## src/hw/rtl/sapd_pkg.sv

```systemverilog
package sapd_pkg;

  localparam int NUM_AXES_MAX = 6;
  localparam int AXES         = 6;
  localparam int NUM_STEPS    = 6;

  localparam int FORCE_W    = 32;
  localparam int GAIN_W     = 16;
  localparam int COEFF_W    = 17;
  localparam int INV_TS_W   = 24;
  localparam int MASK_W     = 6;
  localparam int CFG_IDX_W  = 3;
  localparam int CFG_DATA_W = 48;

  localparam logic [COEFF_W-1:0]  COEFF_ONE     = 17'h10000;
  localparam logic [INV_TS_W-1:0] INV_TS_RESET  = 24'd256000;

  localparam logic [CFG_IDX_W-1:0] REG_KP_LO   = 3'd0;
  localparam logic [CFG_IDX_W-1:0] REG_KP_HI   = 3'd1;
  localparam logic [CFG_IDX_W-1:0] REG_KD_LO   = 3'd2;
  localparam logic [CFG_IDX_W-1:0] REG_KD_HI   = 3'd3;
  localparam logic [CFG_IDX_W-1:0] REG_MASK    = 3'd4;
  localparam logic [CFG_IDX_W-1:0] REG_COEFF   = 3'd5;
  localparam logic [CFG_IDX_W-1:0] REG_INV_TS  = 3'd6;

  typedef enum logic [2:0] {
    S_IDLE = 3'b001,
    S_RUN  = 3'b010,
    S_WAIT = 3'b100
  } sapd_state_t;

  typedef struct packed {
    logic                 load;
    logic [NUM_STEPS-1:0] step;
  } sapd_ctl_t;

  typedef logic [NUM_AXES_MAX-1:0][FORCE_W-1:0] sapd_vec_t;

  function automatic logic signed [31:0] sat32(input logic signed [63:0] x);
    logic signed [31:0] res;
    if (x > 64'sd2147483647) begin
      res = 32'sh7FFFFFFF;
    end else if (x < -64'sd2147483648) begin
      res = 32'sh80000000;
    end else begin
      res = x[31:0];
    end
    return res;
  endfunction

endpackage

```

## src/hw/rtl/sapd_out.sv

```systemverilog
module sapd_out (
  input  logic                clk,
  input  logic                rst_n,
  input  logic                load,
  input  sapd_pkg::sapd_vec_t cmd,
  input  logic                out_ready,
  output logic                free,
  output logic                out_valid,
  output sapd_pkg::sapd_vec_t data
);

  logic                valid_r, valid_nxt;
  sapd_pkg::sapd_vec_t data_r;

  assign free      = !valid_r || out_ready;
  assign valid_nxt = load || (valid_r && !out_ready);

  always_ff @(posedge clk) begin
    if (!rst_n) begin
      valid_r <= 1'b0;
    end else begin
      valid_r <= valid_nxt;
    end
  end

  always_ff @(posedge clk) begin
    if (load) begin
      data_r <= cmd;
    end
  end

  assign out_valid = valid_r;
  assign data      = data_r;

endmodule

```

## config.mk

```make
export PLATFORM = sky130hd
export DESIGN_NAME = sapd_out
export DESIGN_NICKNAME = d
export VERILOG_FILES = /design/src/hw/rtl/sapd_pkg.sv /design/src/hw/rtl/sapd_out.sv
export SDC_FILE = /design/constraint.sdc
export NUM_CORES = 1
export LEC_CHECK = 0
export BUFFER_PORTS_ARGS = -buffer_cell sky130_fd_sc_hd__buf_2
export CORE_MARGIN = 8
export CORE_UTILIZATION = 32
export CTS_CLUSTER_DIAMETER = 40
export CTS_CLUSTER_SIZE = 14
export DETAILED_ROUTE_END_ITERATION = 8
export SLEW_MARGIN = 10
export SYNTH_ARGS = -nofsm -noshare
export SYNTH_HDL_FRONTEND = slang
export SYNTH_SLANG_ARGS = --single-unit
```

## constraint.sdc

```tcl
create_clock -name clk -period 0.86 [get_ports clk]
set_input_delay 0.172 -clock clk [delete_from_list [all_inputs] [get_ports clk]]
set_output_delay 0.172 -clock clk [all_outputs]
set_load 0.005 [all_outputs]
```

==> run_results.csv, run 1 <==
group,metric,value,unit
synthesis,ys_async_sr_fraction,0,%
synthesis,avgSynthCellArea,29.66,um2
status,error,"[ERROR RSZ-0060] Max buffer count reached.",
clock_network,htreeDepth,4,
clock_network,clock_sinks,193,
synthesis,synth_top_flop_cell,"edfxtp_1",
synthesis,netlist_area,0.005814,mm2
synthesis,synth_common_cells,"192 x edfxtp_1, 1 x a21boi_2, 1 x dfxtp_1, 1 x inv_1, 1 x nand2b_4",
placed_design,routabilityCongestion,0.8018,
die,die_height,150.8,um
synthesis,post-synth-top-count-cell,"edfxtp_1",
synthesis,synthDistinctLibCells,5,
clock_network,post_cts_resized,2,
synthesis,yosys_register_bits,193,
synthesis,synthCells,196,
status,status,"did not finish",
synthesis,synthTopCellsByArea,"edfxtp_1 99%, dfxtp_1 0.34%, nand2b_4 0.24%, a21boi_2 0.19%, inv_1 0.065%",
clock_network,cts_made_buffers,17,
clock_network,root_buffer,"clkbuf_16",
clock_network,clockBufferDepth,2,
synthesis,yosysTopAreaCell,"edfxtp_1",
placed_design,io_buffers,389,
clock_network,postCtsSetupBuffers,1,
status,lastStage,"clock tree synthesis (4_1_cts)",
die,dieWidth,150.8,um
die,rows,49,
synthesis,post-synth-top-area-fraction,99.16,%
synthesis,synth_edf_count,192,
synthesis,synth_nets,392,
clock_network,cts-hold-fix-buffers,173,
placed_design,place_hpwl,14.44,mm
synthesis,ys_warn_count,0,
synthesis,ys_seq_area_share,99.51,%
die,io_pins,390,
die,initial_core_util,32.48,%
==> cells by family after synthesis <==
family                 synth area share (%)
DFF                                   99.51
and+or+nand+nor                      0.2367
AOI/OAI and AO/OA                    0.1937
buffers and inverters               0.06450
==> per-stage QoR <==
step | util, % | instance area (um2) | instances | hold WS (ns) | setup slack (ns)
3_5_place_dp | 45.81 | 8202 | 830 | 0.3501 | -0.1711
2_1_floorplan | - | 5814 | 196 | 0.2709 | 0.2516
3_3_place_gp | 45.81 | 8202 | 830 | 0.3487 | -0.1486
==> run 2, diff against run 1 <==
--- a/config.mk
+++ b/config.mk
@@ -7,10 +7,9 @@
 export LEC_CHECK = 0
 export BUFFER_PORTS_ARGS = -buffer_cell sky130_fd_sc_hd__buf_2
 export CORE_MARGIN = 8
-export CORE_UTILIZATION = 32
-export CTS_CLUSTER_DIAMETER = 40
-export CTS_CLUSTER_SIZE = 14
+export CORE_UTILIZATION = 20
 export DETAILED_ROUTE_END_ITERATION = 8
+export PLACE_DENSITY_LB_ADDON = 0.15
 export SLEW_MARGIN = 10
 export SYNTH_ARGS = -nofsm -noshare
 export SYNTH_HDL_FRONTEND = slang
==> run_results.csv, run 2 <==
group,metric,value,unit
placed_design,io_buffers,389,
routing,via_per_inst,3.642,
synthesis,netlist_area,0.005814,mm2
cells_and_area,n_antenna_cell,0,
hold_path,min_delay_worst_endpoint,"out_valid$_SDFF_PN0_",
clock_network,cts_made_buffers,17,
worst_setup_path,path_max_fanout,1,
worst_setup_path,cp.required,0.69,ns
cells_and_area,layout-drive-gt1-share,52.62,%
pwr,p_total,21.20,mW
pwr,total_leakage_power,4.583,nW
worst_setup_path,crit_arrival,1.00,ns
worst_setup_path,crit_path_end_kind,"primary output",
synthesis,synthDistinctLibCells,5,
clock_network,root_buffer,"clkbuf_16",
worst_setup_path,ff2ff_path_depth,3,
synthesis,ys_warn_count,0,
worst_setup_path,crit_chain,"buf_2",
cells_and_area,largest_register_ffs,192,
synthesis,post-synth-top-area-fraction,99.16,%
worst_setup_path,slowest_delay,0.42,ns
worst_setup_path,r2r_end,"out_valid$_SDFF_PN0_",
cells_and_area,syn2layout_area_growth,86.85,%
clock_network,clock_sinks,193,
routing,wl_per_cell,16.94,um
status,status,"finished, violations left",
routing,drc,0,
grt,grtUsageTotal,11.57,%
placed_design,routabilityCongestion,0.7956,
die,initial_core_util,20.26,%
synthesis,post-synth-top-count-cell,"edfxtp_1",
die,dieWidth,186.5,um
grt,grt_remaining_overflow,0,
sta,fin_hold_ws,0.1244,ns
grt,grt_antenna_before_repair,0,
clock_network,htreeDepth,4,
cells_and_area,mostFrequentLayoutCell,"buf_2",
die,die_height,186.5,um
worst_setup_path,cp_top_family,"flip-flops",
cells_and_area,final_nets,1004,
clock_network,clockBufferDepth,2,
sta,rsz0062_at_grt,"true",
cells_and_area,post-route-util,37.85,%
synthesis,synth_common_cells,"192 x edfxtp_1, 1 x a21boi_2, 1 x dfxtp_1, 1 x inv_1, 1 x nand2b_4",
cells_and_area,fin_area,0.01086,mm2
pwr,ir_drop,0.8639,mV
sta,setup_viol,194,
worst_setup_path,rrSetupSlack,0.11,ns
placed_design,place_area,0.008351,mm2
die,rows,62,
synthesis,synth_edf_count,192,
sta,setup_ws,-0.3143,ns
synthesis,yosys_register_bits,193,
synthesis,synth_top_flop_cell,"edfxtp_1",
cells_and_area,nFillCells,2741,
worst_setup_path,crit_path_top_delay_cell,"edfxtp_1",
status,violations,"negative setup slack",
die,die-area,0.03478,mm2
sta,worst_pin_slew,0.2603,ns
grt,grt_pass1_vias,5322,
synthesis,avgSynthCellArea,29.66,um2
sta,maxClockFrequency,851.6,MHz
clock_network,path_clk_slew,0.07,ns
hold_path,worst_hold_path_type,"in2reg",
routing,drt-initial-drc-count,141,
synthesis,ys_seq_area_share,99.51,%
routing,first_pass_iters,4,
routing,vias,4389,
die,io_pins,390,
worst_setup_path,critPathBufInv,1,
synthesis,synthTopCellsByArea,"edfxtp_1 99%, dfxtp_1 0.34%, nand2b_4 0.24%, a21boi_2 0.19%, inv_1 0.065%",
hold_path,min_from,"out_ready",
synthesis,synthCells,196,
routing,ant_nets,0,
run,max-cap-violations,0,
grt,grt_pass1_wl,31.24,mm
sta,min_period,1.174,ns
routing,wl,20.41,mm
synthesis,synth_nets,392,
clock_network,clock_latency,0.41,ns
placed_design,place_hpwl,15.17,mm
synthesis,yosysTopAreaCell,"edfxtp_1",
pwr,p_per_area,1951,mW/mm2
worst_setup_path,r2r-start,"out_valid$_SDFF_PN0_",
worst_setup_path,worstSetupPathType,"reg2out",
sta,slew_headroom,82.65,%
hold_path,hold_depth,4,
sta,fin_crit_sh,136.5,%
sta,clock_skew,0,ns
sta,slew_viol_final,0,
clock_network,cts_tree,"built",
sta,hold_viol,0,
die,core,0.02870,mm2
worst_setup_path,critical_path.startpoint_type,"register",
synthesis,ys_async_sr_fraction,0,%
grt,grt_start_max_net_pins,47,
worst_setup_path,cp_num_cells,1,
cells_and_area,layout_common_cells,"385 x buf_2, 193 x dlygate4sd3_1, 192 x edfxtp_1",
run 2: layer usage:
metal  vias up  share of wire, %  global-route usage, %
met2       229                55                  21.88
met4         0               2.2                  4.337
li1       2026                 -                      -
met3        26               8.5                  4.735
met5         -                 0                      0
met1      2108                35                  10.98
run 2: kinds of logic after synthesis:
logic type / share of synthesized area (%)
compound gates: 0.1937
flops: 99.51
buf+inv: 0.06450
simple gates: 0.2367
run 2: power by group:
group          total, mW  switching [mW]  internal (mW)
clock network       7.49            3.70           3.80
registers           11.4           0.200           11.2
logic               2.34           0.947           1.40
total               21.2            4.84           16.4
run 2: how the worst max path moves through the flow:
stage | startpoint | to | slack [ns]
after floorplan | out_valid$_SDFF_PN0_ | out_valid$_SDFF_PN0_ | 0.25
after global placement | load | data[105]$_DFFE_PP_ | -0.14
after detailed placement | load | data[57]$_DFFE_PP_ | -0.15
after CTS | data[150]$_DFFE_PP_ | data[150] | -0.35
after global routing | data[150]$_DFFE_PP_ | data[150] | -0.37
final | data[150]$_DFFE_PP_ | data[150] | -0.31
run 2: layout make-up:
class | instances | area [um2] | share of cell area (%)
clock buffers | 17 | 425.4 | 3.916
clock inverters | 15 | 126.4 | 1.163
inverters | 1 | 3.754 | 0.03455
multi-input cells | 2 | 25.02 | 0.2303
flip-flops and latches | 193 | 5789 | 53.29
well taps | 384 | 480.5 | 4.422
repair buffers | 593 | 4014 | 36.95
run 2: timing repair:
action,in CTS,in global routing
setup buffers,1,0
hold buffers,193,0
resized for setup,3,2
hold endpoints to repair,193,0
endpoints found under the setup margin,194,194
run 2: through the flow:
| stage | setup slack (ns) | TNS, ns | cells |
|---|---|---|---|
| 2_1_floorplan | 0.2516 | 0 | 196 |
| 3_3_place_gp | -0.1427 | -19.81 | 979 |
| 3_5_place_dp | -0.1534 | -22.12 | 979 |
| 4_1_cts | -0.3538 | -52.93 | 1205 |
| 5_1_grt | -0.3679 | -57.46 | 1205 |
| 6_report | -0.3143 | -46.00 | 1205 |
Note: power is estimated with default switching activity, not from simulation.
